### src/rtl/cdn_pkg.sv
// cdn_pkg: shared types, constants, reciprocals and tables of the calendar day converter
// no dependencies; used by every module under rtl
`timescale 1ns / 1ps

package cdn_pkg;

   typedef enum logic [1:0] {
      OP_TO_DAYS  = 2'd0,
      OP_TO_CIVIL = 2'd1,
      OP_EPOCH    = 2'd2
   } cdn_op_type;

   typedef struct packed {
      logic signed [16:0] year;
      logic [3:0]         month;
      logic [4:0]         day;
   } cdn_date_type;

   typedef struct packed {
      logic [4:0] hour;
      logic [5:0] minute;
      logic [5:0] second;
   } cdn_hms_type;

   // register stages from acceptance to the output register
   localparam int CDN_DEPTH         = 15;

   localparam int CDN_DAYS_PER_ERA  = 146097;
   localparam int CDN_DAYS_TO_EPOCH = 719468;
   // era biases keep every floor division on non-negative values
   localparam int CDN_CIVIL_ERAS    = 115;
   localparam int CDN_CIVIL_BIAS    = CDN_DAYS_TO_EPOCH + CDN_CIVIL_ERAS * CDN_DAYS_PER_ERA;
   localparam int CDN_YEAR_ERAS     = 82;
   localparam int CDN_YEAR_BIAS     = CDN_YEAR_ERAS * 400;
   localparam int CDN_DAYS_BIAS     = CDN_DAYS_TO_EPOCH + CDN_YEAR_ERAS * CDN_DAYS_PER_ERA;
   localparam int CDN_SEC_BIAS      = 2 * 86400;

   // ceil(2^k / d) reciprocals, exact over each operand range
   localparam longint unsigned CDN_RCP_675_HI = ((64'd1 << 27) + 64'd674) / 64'd675;
   localparam longint unsigned CDN_RCP_675_LO = ((64'd1 << 37) + 64'd674) / 64'd675;
   localparam longint unsigned CDN_RCP_ERA    = ((64'd1 << 44) + 64'd146096) / 64'd146097;
   localparam longint unsigned CDN_RCP_1460   = ((64'd1 << 29) + 64'd1459) / 64'd1460;
   localparam longint unsigned CDN_RCP_36524  = ((64'd1 << 34) + 64'd36523) / 64'd36524;
   localparam longint unsigned CDN_RCP_365    = ((64'd1 << 27) + 64'd364) / 64'd365;
   localparam longint unsigned CDN_RCP_400    = ((64'd1 << 26) + 64'd399) / 64'd400;
   localparam longint unsigned CDN_RCP_3600   = ((64'd1 << 29) + 64'd3599) / 64'd3600;
   localparam longint unsigned CDN_RCP_60     = ((64'd1 << 18) + 64'd59) / 64'd60;

   // first day of each month in a march-based year
   function automatic logic [8:0] cdn_month_start(input logic [3:0] mp);
      logic [8:0] r;
      unique case (mp)
         4'd0:    r = 9'd0;
         4'd1:    r = 9'd31;
         4'd2:    r = 9'd61;
         4'd3:    r = 9'd92;
         4'd4:    r = 9'd122;
         4'd5:    r = 9'd153;
         4'd6:    r = 9'd184;
         4'd7:    r = 9'd214;
         4'd8:    r = 9'd245;
         4'd9:    r = 9'd275;
         4'd10:   r = 9'd306;
         4'd11:   r = 9'd337;
         default: r = 9'd367;
      endcase
      return r;
   endfunction

   // civil month (0..15) to day of march-based year of its first day
   function automatic logic [8:0] cdn_day_base(input logic [3:0] month);
      logic [8:0] r;
      unique case (month)
         4'd0:    r = 9'd275;
         4'd1:    r = 9'd306;
         4'd2:    r = 9'd337;
         4'd3:    r = 9'd0;
         4'd4:    r = 9'd31;
         4'd5:    r = 9'd61;
         4'd6:    r = 9'd92;
         4'd7:    r = 9'd122;
         4'd8:    r = 9'd153;
         4'd9:    r = 9'd184;
         4'd10:   r = 9'd214;
         4'd11:   r = 9'd245;
         4'd12:   r = 9'd275;
         4'd13:   r = 9'd306;
         4'd14:   r = 9'd337;
         default: r = 9'd367;
      endcase
      return r;
   endfunction

   // yoe / 100 for yoe below 400
   function automatic logic [1:0] cdn_centuries(input logic [8:0] yoe);
      logic [1:0] r;
      priority if (yoe >= 9'd300) r = 2'd3;
      else if (yoe >= 9'd200)    r = 2'd2;
      else if (yoe >= 9'd100)    r = 2'd1;
      else                       r = 2'd0;
      return r;
   endfunction

endpackage

### src/rtl/cdn_clock.sv
// cdn_clock: four-stage split of second of day into hour, minute and second
// depends on cdn_pkg
`timescale 1ns / 1ps

module cdn_clock (
   input  logic                 clock,
   input  logic                 advance,
   input  logic [16:0]          sec_of_day,
   output cdn_pkg::cdn_hms_type hms
);

   logic [34:0] p_ff;
   logic [16:0] sod_ff;
   logic [4:0]  hh_in, hh_ff, hh_3_ff;
   logic [11:0] r_ff, r_3_ff;
   logic [24:0] p2_ff;
   logic [5:0]  mm_in;
   cdn_pkg::cdn_hms_type hms_ff;

   assign hh_in = 5'(p_ff >> 29);
   assign mm_in = 6'(p2_ff >> 18);

   always_ff @(posedge clock) begin
      if (advance) begin
         p_ff    <= 35'(sec_of_day) * 35'(cdn_pkg::CDN_RCP_3600);
         sod_ff  <= sec_of_day;

         hh_ff   <= hh_in;
         r_ff    <= 12'(sod_ff - 17'(hh_in) * 17'd3600);

         p2_ff   <= 25'(r_ff) * 25'(cdn_pkg::CDN_RCP_60);
         r_3_ff  <= r_ff;
         hh_3_ff <= hh_ff;

         hms_ff.hour   <= hh_3_ff;
         hms_ff.minute <= mm_in;
         hms_ff.second <= 6'(r_3_ff - 12'(mm_in) * 12'd60);
      end
   end

   assign hms = hms_ff;

endmodule

### config.mk
export PLATFORM = sky130hd
export DESIGN_NAME = cdn_clock
export DESIGN_NICKNAME = d
export VERILOG_FILES = /design/src/rtl/cdn_pkg.sv /design/src/rtl/cdn_clock.sv
export SDC_FILE = /design/constraint.sdc
export NUM_CORES = 1
export LEC_CHECK = 0
export BUFFER_PORTS_ARGS = -buffer_cell sky130_fd_sc_hd__clkbuf_2
export CAP_MARGIN = 20
export CORE_MARGIN = 2
export CORE_UTILIZATION = 35
export CTS_BUF_LIST = sky130_fd_sc_hd__clkbuf_4 sky130_fd_sc_hd__clkbuf_8 sky130_fd_sc_hd__clkbuf_16
export CTS_CLUSTER_SIZE = 30
export DETAILED_ROUTE_END_ITERATION = 16
export GPL_TIMING_DRIVEN = 0
export PLACE_DENSITY = 0.54
export SLEW_MARGIN = 20
export SYNTH_ARGS = -nofsm -noshare
export SYNTH_HDL_FRONTEND = slang
export SYNTH_SLANG_ARGS = --single-unit
### constraint.sdc
create_clock -name clock -period 15.55 [get_ports clock]
set_clock_uncertainty 0.1 [all_clocks]
set_input_delay 0.7775 -clock clock [delete_from_list [all_inputs] [get_ports clock]]
set_output_delay 0.7775 -clock clock [all_outputs]
set_load 0.03 [all_outputs]
# After elaboration in Yosys (flattened, before gate mapping)
# Index checks and enable logic that the tools add are counted.
# word_totals
ff_bits,114
latch_bits,0
ram_bits,0
mem_bits_ro,0
input_bits,19
out_inout_bits,17
word_cells,16
n_memories,0
# classes
add_sub_neg,2
n_mul,4
div,0
n_lt_le_gt_ge,0
n_eq_ne,0
shift,0
muxes,0
bitwise_logic,0
n_reduce_logical,0
# ops
cell,count
$mul 17x18->34 const B,1
$mul 12x12->23 const B,1
$sub 12x12->12,1
$mul 5x8->8 const B,1
$mul 6x4->4 const B,1
$sub 6x6->6,1

# Depth between registers and ports, before layout
# depth
depth_word,2
ltp_mapped,19
mapped_depth_nobuf,19

# Worst setup path before layout
# OpenSTA, ideal clock, no wires.
# synth_path
kind,input-to-reg
from,input sec_of_day[15]
to,register p_ff[29] (data pin)
setup_time_ns,0.260
arrival_time_ns,5.076
required_time_ns,15.190
setup_slack_ns,10.114
stages,16
n_path_buf,0
cell_sequence,inv_1 > ha_1 > fa_1 > inv_1 > fa_1 > fa_1 > fa_1 > inv_1 > fa_1 > inv_1 > ha_1 > a21o_1 > a2111oi_0 > nor3_1 > a31oi_1 > xnor2_1
# synth_between
elab_chain_len,1
# synth_lines
item,line,text
start: declaration,cdn_clock.sv:8,"input logic [16:0] sec_of_day,"
$mul 17x18->34,cdn_clock.sv:25,p_ff <= 35'(sec_of_day) * 35'(cdn_pkg::CDN_RCP_3600);
end signal: assignment,cdn_clock.sv:25,
end: declaration,cdn_clock.sv:12,logic [34:0] p_ff;
# Every way passes these cells.
# A chain may end at the register's enable or synchronous reset.

# Worst setup path in the final report
# layout_path
from,input sec_of_day[15]
to,register p_ff[32] (data pin)
# Same word-level chain as after synthesis.

==> results by group <==
Synthesis
  • Ys async rst share: 0%
  • Synthesized cell area: roughly 8400 um2
  • Syn Area/Cell: roughly 11 um2
  • Syn nets: 1,082
  • Netlist cell types: 43
  • Register area share after synthesis: 24.29%
  • Synthesized instance count: 758
  • Synth Flop Type: edfxtp_1
  • Number of synthesized flops with an enable pin: just under 70
  • Synth warn: 0
  • Count of state elements after synthesis: 68

Layout
  • Final #Nets: approximately 1,100
  • Leading cell type in the layout, fill and taps excluded: ha_1
  • Design area: between 9000 and 10,000 um2
  • Share of cells above drive strength 1: ~7.9%
  • Most frequent cells in the layout: 228 x ha_1, 195 x inv_1, 77 x fa_1
  • Ant diodes: 0
  • Area grow syn2layout: 10.78%

Outcome
  • Status: finished clean

Clocking
  • Postcts setup bufs: 0
  • CTS-repair resized insts: 0
  • CTS root buf: clkbuf_16
  • CTS Buf Count: 9
  • Clock Latency Late Sink: 0.33 ns
  • Hold buffers post-CTS: 0
  • # clock sinks: between 60 and 70
  • Clock buffer depth: 2
  • Clock-pin slew on the worst setup and hold paths: 0.06 ns
  • CTS tree: built
  • H-tree level count: 3

STA
  • Highest clock rate: between 150 and 200 MHz
  • Slew HR: 65.80%
  • Final hold violations: 0
  • Worst-margin pin slew: 0.5091 ns
  • Final setup TNS: 0 ns
  • Min Tclk post-route: 5.923 ns
  • RSZ-0062 raised after global routing: no
  • Max Slew Vio Count: 0
  • # setup viols final: 0
  • Tcrit/Tclk final: 38.09%

Critical path
  • CP Class: in -> reg
  • Worst R2R Setup Slack: 11.57 ns
  • Crit start category: primary input
  • Crit Path Max Fanout: 8
  • CP Data Arrival Time: 5.89 ns
  • Critical Path RT: 15.52 ns
  • Crit. End Element: flip-flop

Drt
  • Drt initial violations: 175
  • Vias/cell: 4.593
  • Via count: 5,186
  • Wire length per cell after detailed routing: roughly 14 um
  • Pre-antenna DRT Iters: 5
  • Routed WL: 15,580 um
  • Routed Antenna Nets: 0
  • Number of remaining DRC errors: 0

Floorplanning
  • Total core area: 23,540 um2
  • DIE AREA: 25,270 um2
  • Die span in y: between 150 and 200 um
  • Die X: between 150 and 200 um
  • Starting Density: 35.70%
  • Rows: 56
  • IO Count: 36

GRT
  • Total congestion overflow: 0
  • First-pass GRT wire length: ~27,000 um
  • Vias in the first global route: 5,345
  • Largest net degree at the start of global routing: 42
  • GRT Total Usage: 13.33%
  • Initial antenna violation count: 0

Power
  • Leakage: roughly 4.8 nW
  • Worst IR Drop VDD: 0.1180 mV
  • PwrDens: 191.0 nW/um2

Min path
  • Hold WC Path Type: reg -> reg

Place
  • Placed cell areas: 9002 um2
  • I/O Buffers: 35
  • GPL Wtd Cong: between 0.8 and 0.9
  • HPWL Detailed: 13,330 um

Run
  • Max_cap viols: 0
[power breakdown]
part / leakage (nW) / total, mW / switching [mW] / internal [mW]
combinational: 4.03 / 1.26 / 0.715 / 0.547
clock: 0.149 / 0.207 / 0.0807 / 0.127
sequential: 0.665 / 0.309 / 0.0278 / 0.281
[path summary, 6_finish.rpt]
kind / from / end / depth (start not counted)
worst max-delay path: sec_of_day[15] / p_ff[32] / 18
worst min-delay path: p2_ff[22] / hms[10] / 0
worst max register to register: r_ff[3] / p2_ff[22] / 13
worst min register to register: p2_ff[22] / hms[10] / 0
[per-stage QoR]
stage / hold slack [ns] / util [%] / instances / total power, mW / setup slack, ns
CTS: 0.3194 / 39.55 / 1129 / 1.813 / 9.604
global placement: 0.3009 / 38.14 / 1112 / 1.577 / 9.256
detailed placement: 0.3045 / 38.24 / 1113 / 1.580 / 9.287
global route: 0.3240 / 39.55 / 1129 / 2.031 / 9.380
floorplan: 0.3003 / - / 758 / 1.292 / 10.11
finish: 0.3171 / 39.55 / 1129 / 1.778 / 9.627
[cell families after synthesis]
kind of cell	count (synthesis)	synth area share (%)
AOI/OAI and AO/OA	87	7.547
and+or+nand+nor	74	4.153
adders and majority gates	305	52.28
xor gates and xnor gates	29	3.022
buffers and inverters	195	8.708
DFF	68	24.29
[area by class of cell]
cell class | instances | area (um2)
clock buffer | 9 | 225.2
tap | 319 | 399.1
multi-input combinational | 495 | 5632
clock inverter | 7 | 83.83
inverter | 195 | 732.0
fill | 2350 | 14230
sequential | 68 | 2042
timing repair buffer | 36 | 197.7
[worst max-delay path: stages]
cell	delay, ns
clkbuf_2	0.25
inv_1	0.08
ha_1	0.37
fa_1	0.54
inv_1	0.06
fa_1	0.51
fa_1	0.53
fa_1	0.54
inv_1	0.05
fa_1	0.54
inv_1	0.05
ha_1	0.34
nand2_1	0.09
o221ai_1	0.24
a2111oi_0	0.11
nor3_1	0.48
o211ai_2	0.18
a21boi_1	0.16
[Yosys cell counts, types with 4 or more instances]
cell        n  share of area, %
xnor2_1    21               2.2
xor2_1      8              0.83
nand3_1     5              0.30
a211oi_1    7              0.63
a21o_1     13               1.2
nor2_1     20              0.89
ha_1      228                34
a21oi_1    21               1.3
nor2b_1     4              0.30
inv_1     195               8.7
nand4_1     8              0.60
fa_1       77                18
nor3_1      8              0.48
a31oi_1     4              0.30
nand2_1    20              0.89
edfxtp_1   68                24
o21ai_0    17               1.0
[per-layer routing]
layer,up-vias,global-route usage [%],routed length (um)
li1,2652,-,-
met1,2472,18.37,7679
met2,55,22.25,7418
met3,7,2.527,408
met4,0,2.231,76
met5,-,0,0
[state kept, by name (all words and copies together), names as in the netlist]
| register | count |
|---|---|
| hms | 17 |
| hh_3_ff | 5 |
| r_3_ff | 6 |
| sod_ff | 11 |
| p2_ff | 6 |
| hh_ff | 5 |
| p_ff | 6 |
| r_ff | 12 |
(Power assumes the default switching activity.)
