File: config.mk
export PLATFORM = sky130hd
export DESIGN_NAME = cdn_seconds
export DESIGN_NICKNAME = d
export VERILOG_FILES = /design/src/rtl/cdn_pkg.sv /design/src/rtl/cdn_seconds.sv
export SDC_FILE = /design/constraint.sdc
export NUM_CORES = 1
export LEC_CHECK = 0
export BUFFER_PORTS_ARGS = -buffer_cell sky130_fd_sc_hd__buf_2
export CORE_ASPECT_RATIO = 1.4
export CORE_MARGIN = 10
export CORE_UTILIZATION = 25
export CTS_BUF_LIST = sky130_fd_sc_hd__clkbuf_16
export DETAILED_ROUTE_END_ITERATION = 6
export PLACE_DENSITY_LB_ADDON = 0.3
export SYNTH_ARGS = -nofsm -noshare
export SYNTH_HDL_FRONTEND = slang
export SYNTH_SLANG_ARGS = --single-unit
File: constraint.sdc
create_clock -name clock -period 8.9 [get_ports clock]
set_clock_uncertainty 0.15 [all_clocks]
set_input_delay 1.335 -clock clock [delete_from_list [all_inputs] [get_ports clock]]
set_output_delay 1.335 -clock clock [all_outputs]
set_load 0.05 [all_outputs]
File: src/rtl/cdn_pkg.sv
// cdn_pkg: shared types, constants, reciprocals and tables of the calendar day converter
// no dependencies; used by every module under rtl
`timescale 1ns / 1ps

package cdn_pkg;

   typedef enum logic [1:0] {
      OP_TO_DAYS  = 2'd0,
      OP_TO_CIVIL = 2'd1,
      OP_EPOCH    = 2'd2
   } cdn_op_type;

   typedef struct packed {
      logic signed [16:0] year;
      logic [3:0]         month;
      logic [4:0]         day;
   } cdn_date_type;

   typedef struct packed {
      logic [4:0] hour;
      logic [5:0] minute;
      logic [5:0] second;
   } cdn_hms_type;

   // register stages from acceptance to the output register
   localparam int CDN_DEPTH         = 15;

   localparam int CDN_DAYS_PER_ERA  = 146097;
   localparam int CDN_DAYS_TO_EPOCH = 719468;
   // era biases keep every floor division on non-negative values
   localparam int CDN_CIVIL_ERAS    = 115;
   localparam int CDN_CIVIL_BIAS    = CDN_DAYS_TO_EPOCH + CDN_CIVIL_ERAS * CDN_DAYS_PER_ERA;
   localparam int CDN_YEAR_ERAS     = 82;
   localparam int CDN_YEAR_BIAS     = CDN_YEAR_ERAS * 400;
   localparam int CDN_DAYS_BIAS     = CDN_DAYS_TO_EPOCH + CDN_YEAR_ERAS * CDN_DAYS_PER_ERA;
   localparam int CDN_SEC_BIAS      = 2 * 86400;

   // ceil(2^k / d) reciprocals, exact over each operand range
   localparam longint unsigned CDN_RCP_675_HI = ((64'd1 << 27) + 64'd674) / 64'd675;
   localparam longint unsigned CDN_RCP_675_LO = ((64'd1 << 37) + 64'd674) / 64'd675;
   localparam longint unsigned CDN_RCP_ERA    = ((64'd1 << 44) + 64'd146096) / 64'd146097;
   localparam longint unsigned CDN_RCP_1460   = ((64'd1 << 29) + 64'd1459) / 64'd1460;
   localparam longint unsigned CDN_RCP_36524  = ((64'd1 << 34) + 64'd36523) / 64'd36524;
   localparam longint unsigned CDN_RCP_365    = ((64'd1 << 27) + 64'd364) / 64'd365;
   localparam longint unsigned CDN_RCP_400    = ((64'd1 << 26) + 64'd399) / 64'd400;
   localparam longint unsigned CDN_RCP_3600   = ((64'd1 << 29) + 64'd3599) / 64'd3600;
   localparam longint unsigned CDN_RCP_60     = ((64'd1 << 18) + 64'd59) / 64'd60;

   // first day of each month in a march-based year
   function automatic logic [8:0] cdn_month_start(input logic [3:0] mp);
      logic [8:0] r;
      unique case (mp)
         4'd0:    r = 9'd0;
         4'd1:    r = 9'd31;
         4'd2:    r = 9'd61;
         4'd3:    r = 9'd92;
         4'd4:    r = 9'd122;
         4'd5:    r = 9'd153;
         4'd6:    r = 9'd184;
         4'd7:    r = 9'd214;
         4'd8:    r = 9'd245;
         4'd9:    r = 9'd275;
         4'd10:   r = 9'd306;
         4'd11:   r = 9'd337;
         default: r = 9'd367;
      endcase
      return r;
   endfunction

   // civil month (0..15) to day of march-based year of its first day
   function automatic logic [8:0] cdn_day_base(input logic [3:0] month);
      logic [8:0] r;
      unique case (month)
         4'd0:    r = 9'd275;
         4'd1:    r = 9'd306;
         4'd2:    r = 9'd337;
         4'd3:    r = 9'd0;
         4'd4:    r = 9'd31;
         4'd5:    r = 9'd61;
         4'd6:    r = 9'd92;
         4'd7:    r = 9'd122;
         4'd8:    r = 9'd153;
         4'd9:    r = 9'd184;
         4'd10:   r = 9'd214;
         4'd11:   r = 9'd245;
         4'd12:   r = 9'd275;
         4'd13:   r = 9'd306;
         4'd14:   r = 9'd337;
         default: r = 9'd367;
      endcase
      return r;
   endfunction

   // yoe / 100 for yoe below 400
   function automatic logic [1:0] cdn_centuries(input logic [8:0] yoe);
      logic [1:0] r;
      priority if (yoe >= 9'd300) r = 2'd3;
      else if (yoe >= 9'd200)    r = 2'd2;
      else if (yoe >= 9'd100)    r = 2'd1;
      else                       r = 2'd0;
      return r;
   endfunction

endpackage

File: src/rtl/cdn_seconds.sv
// cdn_seconds: five-stage floor split of zone-shifted epoch seconds into day and second of day
// depends on cdn_pkg
`timescale 1ns / 1ps

module cdn_seconds (
   input  logic               clock,
   input  logic               advance,
   input  logic [39:0]        unix_seconds,
   input  logic signed [17:0] tz_offset,
   output logic signed [24:0] day_number,
   output logic [16:0]        sec_of_day
);

   // stage 1: bias, split off the factor 128 of 86400
   logic [40:0] sb_in;
   logic [16:0] hi_ff;
   logic [16:0] lo_ff;
   logic [6:0]  low7_ff, low7_2_ff, low7_3_ff, low7_4_ff;
   // stage 2
   logic [34:0] p1_ff;
   logic [16:0] hi_2_ff, lo_2_ff;
   // stage 3
   logic [7:0]  q1_in, q1_ff, q1_4_ff;
   logic [16:0] r1_in;
   logic [26:0] x2_ff, x2_4_ff;
   // stage 4
   logic [54:0] p2_ff;
   // stage 5
   logic [17:0] q2_in;
   logic [26:0] r2_in;
   logic signed [24:0] dn_ff;
   logic [16:0] sod_ff;

   assign sb_in = 41'(42'(unix_seconds) + 42'(tz_offset) + 42'(cdn_pkg::CDN_SEC_BIAS));
   assign q1_in = 8'(p1_ff >> 27);
   assign r1_in = 17'(hi_2_ff - 17'(q1_in) * 17'd675);
   assign q2_in = 18'(p2_ff >> 37);
   assign r2_in = 27'(x2_4_ff - 27'(q2_in) * 27'd675);

   always_ff @(posedge clock) begin
      if (advance) begin
         hi_ff     <= sb_in[40:24];
         lo_ff     <= sb_in[23:7];
         low7_ff   <= sb_in[6:0];

         p1_ff     <= 35'(hi_ff) * 35'(cdn_pkg::CDN_RCP_675_HI);
         hi_2_ff   <= hi_ff;
         lo_2_ff   <= lo_ff;
         low7_2_ff <= low7_ff;

         q1_ff     <= q1_in;
         x2_ff     <= {r1_in[9:0], lo_2_ff};
         low7_3_ff <= low7_2_ff;

         p2_ff     <= 55'(x2_ff) * 55'(cdn_pkg::CDN_RCP_675_LO);
         x2_4_ff   <= x2_ff;
         q1_4_ff   <= q1_ff;
         low7_4_ff <= low7_3_ff;

         dn_ff     <= 25'({q1_4_ff, 17'b0}) + 25'(q2_in) - 25'd2;
         sod_ff    <= {r2_in[9:0], low7_4_ff};
      end
   end

   assign day_number = dn_ff;
   assign sec_of_day = sod_ff;

endmodule

# Word level (Yosys, flattened, before mapping)
# Index checks and enable logic that the tools add are counted.
totals:
  register_bits: 273
op_classes:
  n_addsub: 6
  mul: 4
ops:
  columns: ["op", "count"]
  rows:
  - ["multiplier 27 x 28 -> 55 bit (second input constant)", 1]
  - ["adder 41 x 18 -> 41 bit", 1]
  - ["adder 41 x 18 -> 41 bit (second input constant)", 1]
  - ["multiplier 17 x 17 -> 34 bit (second input constant)", 1]
  - ["adder 25 x 18 -> 25 bit", 1]
  - ["subtractor 25 x 2 -> 25 bit (second input constant)", 1]
  - ["subtractor 10 bit", 2]
  - ["multiplier 18 x 10 -> 10 bit (second input constant)", 1]
  - ["multiplier 8 x 10 -> 10 bit (second input constant)", 1]

# Longest topological paths before layout
depth:
  word_depth: 2
  depth_mapped: 25

# Least setup slack after synthesis
# No wires, ideal clock.
synth_path:
  kind: "register to register"
  from: "register x2_ff[21]"
  to: "register p2_ff[54] (data pin)"
  setup_time_ns: 0.264
  t_arrival_ns: 5.924
  required_time_ns: 8.486
  slack_ns: 2.562
  path_stages_with_launch: 22
  n_path_buf: 0
  period_less_slack_ns: 6.338
  cell_sequence: "edfxtp_1 fa_1 ha_1 inv_1 fa_1 fa_1 inv_1 fa_1 inv_1 fa_1 inv_1 fa_1 ha_1 a211oi_1 nand3_1 a21oi_1 o2111ai_1 o211ai_1 o211ai_1 a31o_2 a211oi_1 xnor2_1"
synth_between:
  elab_chain_len: 1
synth_rtl:
  columns: ["element", "line", "rtl"]
  rows:
  - ["start: declaration", "cdn_seconds.sv:25", "logic [26:0] x2_ff, x2_4_ff;"]
  - ["start signal: assignment", "cdn_seconds.sv:52", "x2_ff <= {r1_in[9:0], lo_2_ff};"]
  - ["multiplier 27 x 28 -> 55 bit", "cdn_seconds.sv:55", "p2_ff <= 55'(x2_ff) * 55'(cdn_pkg::CDN_RCP_675_LO);"]
  - ["end signal: assignment", "cdn_seconds.sv:55", null]
  - ["end: declaration", "cdn_seconds.sv:27", "logic [54:0] p2_ff;"]
# No other way between the ends.
# A chain may end at the register's enable or synchronous reset.

# Final worst setup path
layout_path:
  from: "register x2_ff[23]"
  to: "register p2_ff[54] (data pin)"
# Same word-level chain as after synthesis.

==> impl_metrics.ini <==
[critical_path]
critPathMaxStageDelay_ns = 0.65
critPathLaunchType = flop
crit_required_ns = 9.03
r2r_start = x2_ff[23]
reg2reg_slack_ns = 1.59
timing.rr.end = p2_ff[54]
end_kind = flop
arrival_ns = 7.44
cp_cell_sequence = fa_1 > ha_1 > inv_1 > fa_1 > fa_1 > inv_1 > fa_1 > inv_1 > fa_1 > inv_1 > fa_1 > ha_1 > a211oi_1 > nand3_1 > a21oi_1 > o2111ai_1 > o211ai_1 > o211ai_1 > a31o_2 > a211oi_1 > xnor2_1
crit_family = adder cells
cp_num_buf_inv = 4
cp_max_fo = 9
reg2reg_depth = 21
critPathSlowestCell = edfxtp_1
crit_type = reg2reg
cp_common_cell = fa_1

[detailed_routing]
wl_per_cell_um = 16.78
top_layer_used = met4
antenna_left = 0
drt-total-wl_um = 65450
wl_met1_um = 26490
route.detailed.drc = 0
drtIter0Drc = 584
dr_wl_met2_um = 35340
vias_per_cell = 4.307
dr_wl_met3_um = 1317
via_count = 16800
dr.pass1.iters = 5

[logic_synthesis]
ys_types = 61
ys.flop_type = edfxtp_1
syn-num-nets = 3381
avgSynthCellArea_um2 = 11.02
synth_cells = 2402
synth_edf_count = 210
ys_seq_elements = 210
synth_area_um2 = 26480
synthArstFlopShare_pct = 0
ys_seq_area_share_pct = 23.81
yosysWarnings = 0

[cts]
numCtsBuffers = 26
cts_tree = yes
h-tree-depth = 1
hold_buffers = 0
clk-insertion-delay-late_ns = 0.56
post_cts_resize_count = 0
cts-root-buf = clkbuf_16
clkTransAtPathRegs_ns = 0.06
post_cts_buffers = 0
cts.sinks = 210
clock_path_buffers = 3

[layout]
drive_gt1_share_pct = 5.901
finalCoreUtilization_pct = 27.98
instances_no_fill = 3900
multi_input_area_um2 = 17900
fillers = 10970
antenna_cells = 0
area_growth_pct = 11.28
fin_nets = 3501
seq_area_um2 = 6306

[placed_design]
place.gp.congestion = 0.9207
io_buffers = 101
place_inst = 3852
dp.final_hpwl_um = 56910

[die]
die_h_um = 405.1
core_um2 = 105300
start_util_pct = 25.14
io_pins = 102
rows = 141
die_area_um2 = 119500
fp.dieW_um = 295.1

[run]
max_cap_violations = 0

[timing]
final_max_slew_viol_count = 0
hold_viol_final = 0
min_period_ns = 7.308
fin_crit_sh_pct = 82.11
worst_pin_slew_ns = 0.9721
final.setup.tns_ns = 0
rsz0062_at_grt = false
fmax_ghz = 0.1368
max_slew_margin_pct = 35.19
setup_violations = 0
fin_worst_hold_slack_ns = 0.2653

[status]
status = complete, no violations

[min_path]
hold_class = reg2reg
min_delay_path_depth = 0
whs_endpoint = low7_2_ff[6]
hold_start = low7_ff[6]

[global_route]
grt_pass1_wl_um = 103300
grt_start_max_net_pins = 97
antenna_found_initial = 1
grtUsageTotal_pct = 11.10
grt-ovfl-total = 0
grt_pass1_vias = 18290
-- layout make-up --
type	instances	area share, %
multi-input combinational	1586	60.74
sequential	210	21.40
inverter	595	7.579
tap	1358	5.766
clock buffer	26	2.208
timing repair buffer	103	1.800
clock inverter	22	0.5095
-- flip-flops by register name, indices dropped and copies added, names as in the netlist, 8 cells and up --
name and cells:
sec_of_day 17, hi_2_ff 10, q1_4_ff 8, lo_ff 17, day_number 25, p2_ff 18
hi_ff 17, lo_2_ff 17, q1_ff 8, x2_ff 27, x2_4_ff 10, p1_ff 8
-- logic make-up after synthesis --
group | share of synthesized area, %
compound gates | 8.235
xor+xnor | 3.770
fa+ha+maj | 51.56
buf+inv | 8.594
flops | 23.81
mux | 0.03780
simple gates | 3.993
-- layout by cell type, fill, tap and decap left out, types with 16 or more instances in the layout --
cell and instances:
edfxtp_1 210, xnor2_1 85, fa_1 287, xor2_1 29
ha_1 632, nand3_1 21, a21oi_1 100, o21ai_0 44
a211oi_1 16, clkbuf_16 26, inv_1 596, nand4_1 17
o21bai_1 17, buf_2 100, a21o_1 66, nand2_1 53
nor2_1 70
-- Yosys cell counts, drive strengths merged, types with 4 or more instances --
master | count | share of area, %
a2111oi | 8 | 0.29
o21ai | 48 | 0.91
and2 | 5 | 0.12
edfxtp | 210 | 24
nand2 | 53 | 0.75
and3 | 11 | 0.26
o21a | 14 | 0.40
o2111ai | 5 | 0.21
clkbuf | 10 | 0.14
fa | 287 | 22
nor3 | 14 | 0.26
a21boi | 4 | 0.11
xnor2 | 85 | 2.8
nor2 | 70 | 0.99
and4 | 4 | 0.13
inv | 595 | 8.4
nor2b | 7 | 0.17
nand3 | 21 | 0.40
o211ai | 12 | 0.34
nand2b | 11 | 0.26
ha | 632 | 30
a21o | 66 | 1.9
xor2 | 29 | 0.96
o21bai | 17 | 0.48
nand4 | 17 | 0.40
a21oi | 101 | 1.9
a31oi | 9 | 0.21
a211oi | 16 | 0.45
-- metrics by stage --
| step | area, µm² | setup WS [ns] |
|---|---|---|
| global route | 29470 | 1.269 |
| detailed placement | 28670 | 1.602 |
| floorplan | 26480 | 2.562 |
| global placement | 28670 | 1.720 |
| CTS | 29470 | 1.572 |
| finish | 29470 | 1.592 |
-- how the worst max path moves through the flow --
stage                     startpoint  cells after the start   endpoint
after floorplan            x2_ff[21]                     21  p2_ff[54]
after global placement      x2_ff[7]                     23  p2_ff[54]
after detailed placement   x2_ff[23]                     21  p2_ff[54]
after CTS                  x2_ff[23]                     21  p2_ff[54]
after global routing        x2_ff[7]                     23  p2_ff[54]
final                      x2_ff[23]                     21  p2_ff[54]
-- layer usage --
layer / track usage, % / up-vias
li1: - / 8279
met1: 12.73 / 8248
met3: 0.8470 / 77
met5: 0 / -
met4: 3.532 / 0
met2: 21.37 / 192
Power is not shown: default switching activity piles up to over one toggle a cycle in this logic, so the estimate is an artifact.
