$ cat config.mk
export PLATFORM = sky130hd
export DESIGN_NAME = cdn_civil
export DESIGN_NICKNAME = d
export VERILOG_FILES = /design/src/rtl/cdn_pkg.sv /design/src/rtl/cdn_civil.sv
export SDC_FILE = /design/constraint.sdc
export NUM_CORES = 2
export LEC_CHECK = 0
export BUFFER_PORTS_ARGS = -buffer_cell sky130_fd_sc_hd__buf_4
export CORE_MARGIN = 5
export CORE_UTILIZATION = 62
export CTS_BUF_LIST = sky130_fd_sc_hd__clkbuf_4
export DETAILED_ROUTE_END_ITERATION = 12
export HOLD_SLACK_MARGIN = 0.02
export PLACE_DENSITY = 0.89
export SYNTH_ARGS = -nofsm -noshare
export SYNTH_HDL_FRONTEND = slang
export SYNTH_SLANG_ARGS = --single-unit
$ cat constraint.sdc
create_clock -name clock -period 7.4 [get_ports clock]
set_input_delay 1.11 -clock clock [delete_from_list [all_inputs] [get_ports clock]]
set_output_delay 1.11 -clock clock [all_outputs]
set_load 0.05 [all_outputs]
$ cat src/rtl/cdn_pkg.sv
// cdn_pkg: shared types, constants, reciprocals and tables of the calendar day converter
// no dependencies; used by every module under rtl
`timescale 1ns / 1ps

package cdn_pkg;

   typedef enum logic [1:0] {
      OP_TO_DAYS  = 2'd0,
      OP_TO_CIVIL = 2'd1,
      OP_EPOCH    = 2'd2
   } cdn_op_type;

   typedef struct packed {
      logic signed [16:0] year;
      logic [3:0]         month;
      logic [4:0]         day;
   } cdn_date_type;

   typedef struct packed {
      logic [4:0] hour;
      logic [5:0] minute;
      logic [5:0] second;
   } cdn_hms_type;

   // register stages from acceptance to the output register
   localparam int CDN_DEPTH         = 15;

   localparam int CDN_DAYS_PER_ERA  = 146097;
   localparam int CDN_DAYS_TO_EPOCH = 719468;
   // era biases keep every floor division on non-negative values
   localparam int CDN_CIVIL_ERAS    = 115;
   localparam int CDN_CIVIL_BIAS    = CDN_DAYS_TO_EPOCH + CDN_CIVIL_ERAS * CDN_DAYS_PER_ERA;
   localparam int CDN_YEAR_ERAS     = 82;
   localparam int CDN_YEAR_BIAS     = CDN_YEAR_ERAS * 400;
   localparam int CDN_DAYS_BIAS     = CDN_DAYS_TO_EPOCH + CDN_YEAR_ERAS * CDN_DAYS_PER_ERA;
   localparam int CDN_SEC_BIAS      = 2 * 86400;

   // ceil(2^k / d) reciprocals, exact over each operand range
   localparam longint unsigned CDN_RCP_675_HI = ((64'd1 << 27) + 64'd674) / 64'd675;
   localparam longint unsigned CDN_RCP_675_LO = ((64'd1 << 37) + 64'd674) / 64'd675;
   localparam longint unsigned CDN_RCP_ERA    = ((64'd1 << 44) + 64'd146096) / 64'd146097;
   localparam longint unsigned CDN_RCP_1460   = ((64'd1 << 29) + 64'd1459) / 64'd1460;
   localparam longint unsigned CDN_RCP_36524  = ((64'd1 << 34) + 64'd36523) / 64'd36524;
   localparam longint unsigned CDN_RCP_365    = ((64'd1 << 27) + 64'd364) / 64'd365;
   localparam longint unsigned CDN_RCP_400    = ((64'd1 << 26) + 64'd399) / 64'd400;
   localparam longint unsigned CDN_RCP_3600   = ((64'd1 << 29) + 64'd3599) / 64'd3600;
   localparam longint unsigned CDN_RCP_60     = ((64'd1 << 18) + 64'd59) / 64'd60;

   // first day of each month in a march-based year
   function automatic logic [8:0] cdn_month_start(input logic [3:0] mp);
      logic [8:0] r;
      unique case (mp)
         4'd0:    r = 9'd0;
         4'd1:    r = 9'd31;
         4'd2:    r = 9'd61;
         4'd3:    r = 9'd92;
         4'd4:    r = 9'd122;
         4'd5:    r = 9'd153;
         4'd6:    r = 9'd184;
         4'd7:    r = 9'd214;
         4'd8:    r = 9'd245;
         4'd9:    r = 9'd275;
         4'd10:   r = 9'd306;
         4'd11:   r = 9'd337;
         default: r = 9'd367;
      endcase
      return r;
   endfunction

   // civil month (0..15) to day of march-based year of its first day
   function automatic logic [8:0] cdn_day_base(input logic [3:0] month);
      logic [8:0] r;
      unique case (month)
         4'd0:    r = 9'd275;
         4'd1:    r = 9'd306;
         4'd2:    r = 9'd337;
         4'd3:    r = 9'd0;
         4'd4:    r = 9'd31;
         4'd5:    r = 9'd61;
         4'd6:    r = 9'd92;
         4'd7:    r = 9'd122;
         4'd8:    r = 9'd153;
         4'd9:    r = 9'd184;
         4'd10:   r = 9'd214;
         4'd11:   r = 9'd245;
         4'd12:   r = 9'd275;
         4'd13:   r = 9'd306;
         4'd14:   r = 9'd337;
         default: r = 9'd367;
      endcase
      return r;
   endfunction

   // yoe / 100 for yoe below 400
   function automatic logic [1:0] cdn_centuries(input logic [8:0] yoe);
      logic [1:0] r;
      priority if (yoe >= 9'd300) r = 2'd3;
      else if (yoe >= 9'd200)    r = 2'd2;
      else if (yoe >= 9'd100)    r = 2'd1;
      else                       r = 2'd0;
      return r;
   endfunction

endpackage

$ cat src/rtl/cdn_civil.sv
// cdn_civil: nine-stage day number to civil date datapath
// depends on cdn_pkg
`timescale 1ns / 1ps

module cdn_civil (
   input  logic                  clock,
   input  logic                  advance,
   input  logic signed [24:0]    day_number,
   output cdn_pkg::cdn_date_type date
);

   logic [25:0] zb_ff, zb_2_ff;
   logic [52:0] pe_ff;
   logic [7:0]  era_in, era_ff, era_4_ff, era_5_ff, era_6_ff;
   logic [17:0] doe_ff, doe_4_ff, doe_5_ff, doe_6_ff;
   logic [36:0] pa_ff, pb_ff;
   logic        last_ff;
   logic [17:0] ya_ff;
   logic [36:0] py_ff;
   logic [8:0]  yoe_in;
   logic [8:0]  doy_ff, doy_8_ff;
   logic signed [16:0] ybase_ff, ybase_8_ff;
   logic [3:0]  mp_in, mp_ff;
   logic [3:0]  month_in;
   cdn_pkg::cdn_date_type date_ff;

   assign era_in = 8'(pe_ff >> 44);
   assign yoe_in = 9'(py_ff >> 27);

   always_comb begin
      mp_in = 4'd0;
      for (int i = 1; i < 12; i++) begin
         mp_in = mp_in + 4'(doy_ff >= cdn_pkg::cdn_month_start(4'(i)));
      end
   end

   assign month_in = (mp_ff < 4'd10) ? mp_ff + 4'd3 : mp_ff - 4'd9;

   always_ff @(posedge clock) begin
      if (advance) begin
         zb_ff      <= 26'(27'(day_number) + 27'(cdn_pkg::CDN_CIVIL_BIAS));

         pe_ff      <= 53'(zb_ff) * 53'(cdn_pkg::CDN_RCP_ERA);
         zb_2_ff    <= zb_ff;

         era_ff     <= era_in;
         doe_ff     <= 18'(zb_2_ff - 26'(era_in) * 26'(cdn_pkg::CDN_DAYS_PER_ERA));

         pa_ff      <= 37'(doe_ff) * 37'(cdn_pkg::CDN_RCP_1460);
         pb_ff      <= 37'(doe_ff) * 37'(cdn_pkg::CDN_RCP_36524);
         last_ff    <= (doe_ff == 18'd146096);
         doe_4_ff   <= doe_ff;
         era_4_ff   <= era_ff;

         ya_ff      <= 18'(19'(doe_4_ff) - 19'(pa_ff >> 29) + 19'(pb_ff >> 34)
                       - 19'(last_ff));
         doe_5_ff   <= doe_4_ff;
         era_5_ff   <= era_4_ff;

         py_ff      <= 37'(ya_ff) * 37'(cdn_pkg::CDN_RCP_365);
         doe_6_ff   <= doe_5_ff;
         era_6_ff   <= era_5_ff;

         doy_ff     <= 9'(19'(doe_6_ff) - (19'(yoe_in) * 19'd365 + 19'(yoe_in >> 2)
                       - 19'(cdn_pkg::cdn_centuries(yoe_in))));
         ybase_ff   <= 17'(18'(era_6_ff) * 18'd400 + 18'(yoe_in)
                       - 18'(cdn_pkg::CDN_CIVIL_ERAS * 400));

         mp_ff      <= mp_in;
         doy_8_ff   <= doy_ff;
         ybase_8_ff <= ybase_ff;

         date_ff.day   <= 5'(doy_8_ff - cdn_pkg::cdn_month_start(mp_ff) + 9'd1);
         date_ff.month <= month_in;
         date_ff.year  <= ybase_8_ff + 17'(month_in <= 4'd2);
      end
   end

   assign date = date_ff;

endmodule

=== After elaboration in Yosys (flattened, before gate mapping) ===
Memories as Yosys holds them, arrays and structs flattened. A register that Yosys moved wholly into a read port is not among the register bits.
Cells that the tools add are included.

* Add/sub/neg operators: 25
* Multipliers: 7
* Magnitude comparators: 16
* Equality and inequality tests: 1
* Multiplexer cells: 7

{| class="wikitable"
|+ Operator list
! cell !! count
|-
| $mul 26x24->49 const B || 1
|-
| $ge 9x8->1 const B || 5
|-
| $mul 18x19->37 const B || 1
|-
| $ge 9x9->1 const B || 4
|-
| $mul 18x16->34 const B || 1
|-
| $mul 18x16->33 const B || 1
|-
| $add 4x1->4 || 7
|-
| $ge 9x7->1 const B || 3
|-
| $add 25x26->26 const B || 1
|-
| $add 18x3->18 || 1
|-
| $eq 18x18->1 const B || 1
|-
| $mul 8x18->18 const B || 1
|-
| $sub 18x1->18 || 1
|-
| $sub 18x18->18 || 1
|-
| $sub 18x8->18 || 1
|-
| $add 17x1->17 || 1
|-
| $add 17x9->17 || 1
|-
| $sub 17x16->17 const B || 1
|-
| $mul 8x5->13 const B || 1
|-
| $add 9x7->9 || 1
|-
| $ge 9x5->1 const B || 1
|-
| $ge 9x6->1 const B || 1
|-
| $mul 9x9->9 const B || 1
|-
| $sub 9x2->9 || 1
|-
| other kinds (14) || 17
|}

* Register bits after elaboration: 380
* ROM bits: 144
* Input bits: 27
* Output and inout port bits: 26
* Logic and storage cells: 81
* Memories kept: 1

{| class="wikitable"
|+ Memory list
! name !! depth !! bits a word !! read ports !! clocked after memory_dff !! wr ports !! line !! text
|-
| (name not given) || 16 || 9 || 1 || 1 || 0 || cdn_pkg.sv:52 || <nowiki>unique case (mp)</nowiki>
|}

=== Longest topological paths before layout ===
* Depth in word-level cells: 12
* Mapped depth: 24
* Depth with buffers taken out: 24

=== Worst setup path after synthesis ===
No wires, ideal clock.

* Path type: register to register
* Start: reg zb_ff[8]
* End: reg pe_ff[51] (data pin)
* Setup time: 0.260 ns
* Arrival time: 6.237 ns
* Required time: 7.140 ns
* Path slack: 0.903 ns
* Stages on the path, launching flop included: 23
* Buffers on the path: 0
* Period minus slack after synthesis: 6.497 ns
* Cell sequence: edfxtp_1 -> inv_1 -> fa_1 -> inv_1 -> fa_1 -> inv_1 -> fa_1 -> fa_1 -> fa_1 -> inv_1 -> fa_1 -> inv_1 -> fa_1 -> inv_1 -> ha_1 -> nand3_1 -> or3_1 -> nand4b_1 -> a211oi_1 -> o2111ai_1 -> o211ai_1 -> a31oi_1 -> xnor2_1

* Longest elaborated chain between the ends: 1

{| class="wikitable"
|+ RTL lines
! what !! line !! text
|-
| start, declared || cdn_civil.sv:12 || <nowiki>logic [25:0] zb_ff, zb_2_ff;</nowiki>
|-
| start signal, assigned || cdn_civil.sv:41 || <nowiki>zb_ff <= 26'(27'(day_number) + 27'(cdn_pkg::CDN_CIVIL_BIAS));</nowiki>
|-
| $mul 26x24->49 || cdn_civil.sv:43 || <nowiki>pe_ff <= 53'(zb_ff) * 53'(cdn_pkg::CDN_RCP_ERA);</nowiki>
|-
| end signal, assigned || cdn_civil.sv:43 ||
|-
| end, declared || cdn_civil.sv:13 || <nowiki>logic [52:0] pe_ff;</nowiki>
|}

Every way passes these cells.
A chain may end at the register's enable or synchronous reset.

=== Worst setup path in the final report ===
Same ends and word-level chain as after synthesis.

==> impl_metrics.yaml <==
outcome:
  status: "finished, final reports clean"
timing:
  tns_ps: 0
  finalHoldViolations: 0
  rsz0062_at_grt: "no"
  fin_crit_ps: 6950
  fin_crit_sh_pct: 93.9
  clock_skew_ps: 41.1
  worst_pin_slew_ps: 1060
  max_freq_mhz: 144
  finalSetupViolations: 0
  slew_violations: 0
  relSlewSlack_pct: 29.5
min_path:
  worstHoldPathType: "reg -> reg"
floorplan:
  placementRows: 93
  initial_core_util_pct: 62.7
  die_h_um: 266
  ioPinCount: 53
  coreArea_um2: 64600
  die_width_um: 266
  die_area_um2: 70500
route:
  highest_layer: "met5"
  drt_iter0_drc: 1832
  vias: 26100
  wl_met2_um: 45100
  antenna_left: 0
  wirelength_met1_um: 35600
  dr_wl_met3_um: 5770
  avgViaCountPerCell: 5.59
  routedWlPerCell_um: 19.4
  drtPass1Iterations: 6
  drc_errors: 0
  wl_um: 90500
setup_path:
  crit_arrival_ps: 7490
  path_class: "reg -> reg"
  slowest_delay_ps: 560
  crit_chain: "inv_1, fa_1, inv_1, fa_1, inv_1, fa_1, fa_1, fa_1, inv_1, fa_1, inv_1, fa_1, inv_1, ha_1, nand3_1, or3_1, nand4b_1, a211oi_1, o2111ai_1, o211ai_1, a31oi_1, xnor2_1"
  required_ps: 7940
  start_kind: "flip-flop"
  cp_max_fo: 6
  slowest_stage: "fa_1"
  cp_common_cell: "fa_1"
  end_kind: "flip-flop"
placed_design:
  place_area_um2: 42100
  hpwl_um: 77200
  routabilityCongestion: 0.974
  place.port_buffers: 52
finish:
  area_delta_synth_final_pct: 6.48
  final_layout_size_suffix_gt1_share_pct: 5.50
  layout.nets: 5294
  multi_input_area_um2: 28800
  area.sequential_um2: 7760
  finalInstanceArea_um2: 43100
  fillers: 4480
clock_tree:
  cts_tree: "done"
  cts_buffers: 75
  htree_num_levels: 3
  clock_sinks: 260
  cts.repair.resized: 0
  insertion_delay_ps: 820
  clockBufferDepth: 3
  clk_pin_slew_worst_paths_ps: 70
  clock-root-buffer: "clkbuf_4"
  cts_hold_buf: 0
  post_cts_buffers: 0
global_route:
  gr-total-overflow: 0
  gr-usage-all-layers_pct: 26.5
  first_global_vias: 29500
  antenna_found_initial: 3
  grt_pass1_wl_um: 149000
  grt_max_degree: 112
synthesis:
  synth_area_um2: 40500
  synth_seq_area_share_pct: 19.2
  synth_edf_count: 255
  syn_area_per_cell_um2: 11.2
  syn_inst: 3615
  synth_flop_cell: "edfxtp_1"
  yosysWarnings: 0
  async_flop_share_pct: 0
  ys_ff_latch: 260
  synth_cell_types: 66
  syn_nets: 5145
run:
  cap_violations: 0
## worst paths after layout
check | to | slack [ps] | depth (start not counted) | from
min reg2reg | ybase_8_ff[5]$_DFFE_PP_ | 410 | 0 | ybase_ff[5]$_DFFE_PP_
max | pe_ff[51]$_DFFE_PP_ | 450 | 22 | zb_ff[8]$_DFFE_PP_
min | ybase_8_ff[5]$_DFFE_PP_ | 410 | 0 | ybase_ff[5]$_DFFE_PP_
max reg2reg | pe_ff[51]$_DFFE_PP_ | 450 | 22 | zb_ff[8]$_DFFE_PP_
## logic make-up after synthesis
group	Yosys count	synth area share (%)
xor gates and xnor gates	152	3.29
buffers and inverters	1064	9.86
AOI/OAI and AO/OA	323	5.31
and+or+nand+nor	310	3.88
adders and majority gates	1503	58.4
muxes	3	0.0772
DFF	260	19.2
## through the flow
| step | util, % | cells | hold WS [ps] | worst slack, ps |
|---|---|---|---|---|
| detailed placement | 65.3 | 4542 | 405 | 529 |
| global placement | 65.3 | 4542 | 400 | 738 |
| finish | 66.8 | 4676 | 407 | 451 |
| global route | 66.8 | 4676 | 421 | 189 |
| floorplan | - | 3615 | 400 | 903 |
| CTS | 66.8 | 4672 | 414 | 540 |
## layout make-up
class | instances | share of cell area [%]
diodes | 4 | 0.0232
well taps | 855 | 2.48
multi-input cells | 2291 | 66.7
clock inverters | 25 | 0.444
repair buffers | 77 | 1.36
clock buffers | 105 | 1.83
inverters | 1059 | 9.22
flip-flops and latches | 260 | 18.0
## registers in the layout (all words and copies together) (netlist names), 9 cells and up, named ones only
signal      flops
ya_ff          18
doy_ff          9
doe_ff         18
doe_4_ff       18
doe_6_ff        9
ybase_8_ff     17
date           26
zb_2_ff        18
doe_5_ff        9
ybase_ff       17
py_ff           9
zb_ff          26
## critical path: cells and delay by family, from the launching register on
family	cells	cell delay, ps
compound gates	4	970
flops	1	350
fa+ha+maj	8	4100
simple gates	3	730
xor+xnor	1	130
buf+inv	6	390
## synthesized netlist by cell type (3+ instances only)
master | n | area share, %
inv_1 | 1059 | 9.8
ha_1 | 855 | 26
fa_1 | 648 | 32
edfxtp_1 | 255 | 19
xnor2_1 | 106 | 2.3
a21oi_1 | 93 | 1.1
nor2_1 | 82 | 0.76
nand2_1 | 56 | 0.52
o21ai_0 | 49 | 0.61
xor2_1 | 46 | 0.99
a21o_1 | 40 | 0.74
nor3_1 | 37 | 0.46
nand3_1 | 34 | 0.42
nand4_1 | 25 | 0.39
o21a_1 | 22 | 0.41
nor2b_1 | 18 | 0.28
o21bai_1 | 17 | 0.32
a211oi_1 | 14 | 0.26
a31oi_1 | 13 | 0.20
o211ai_1 | 13 | 0.24
nand2b_1 | 11 | 0.17
and3_1 | 9 | 0.14
o31ai_1 | 8 | 0.15
a21boi_0 | 7 | 0.13
nand4b_1 | 7 | 0.15
nor4_1 | 7 | 0.11
a211o_1 | 5 | 0.11
clkbuf_1 | 5 | 0.046
dfxtp_1 | 5 | 0.25
and2_1 | 4 | 0.062
o2111ai_1 | 4 | 0.086
or2_2 | 4 | 0.062
a221oi_1 | 3 | 0.065
a31o_2 | 3 | 0.065
a41oi_1 | 3 | 0.065
o311a_1 | 3 | 0.074
or3_1 | 3 | 0.046
or4_1 | 3 | 0.056
## cell usage in the layout, fill, tap and decap left out, types with 25 or more instances in the layout
cell type  instances
inv_1           1059
ha_1             855
fa_1             648
edfxtp_1         255
xnor2_1          106
clkbuf_4         105
a21oi_1           93
nor2_1            82
buf_4             76
nand2_1           56
o21ai_0           49
xor2_1            46
a21o_1            40
nor3_1            37
nand3_1           34
nand4_1           25
## metal layers
| layer | GRT usage, % | up-vias |
|---|---|---|
| met5 | 0 | - |
| met4 | 10.7 | 2 |
| met3 | 5.13 | 282 |
| met2 | 45.8 | 987 |
| met1 | 33.2 | 13000 |
| li1 | - | 11900 |
Power is left out: the tool's default activity adds up to more than one toggle a clock period on the data nets, which glitch-free logic cannot reach.
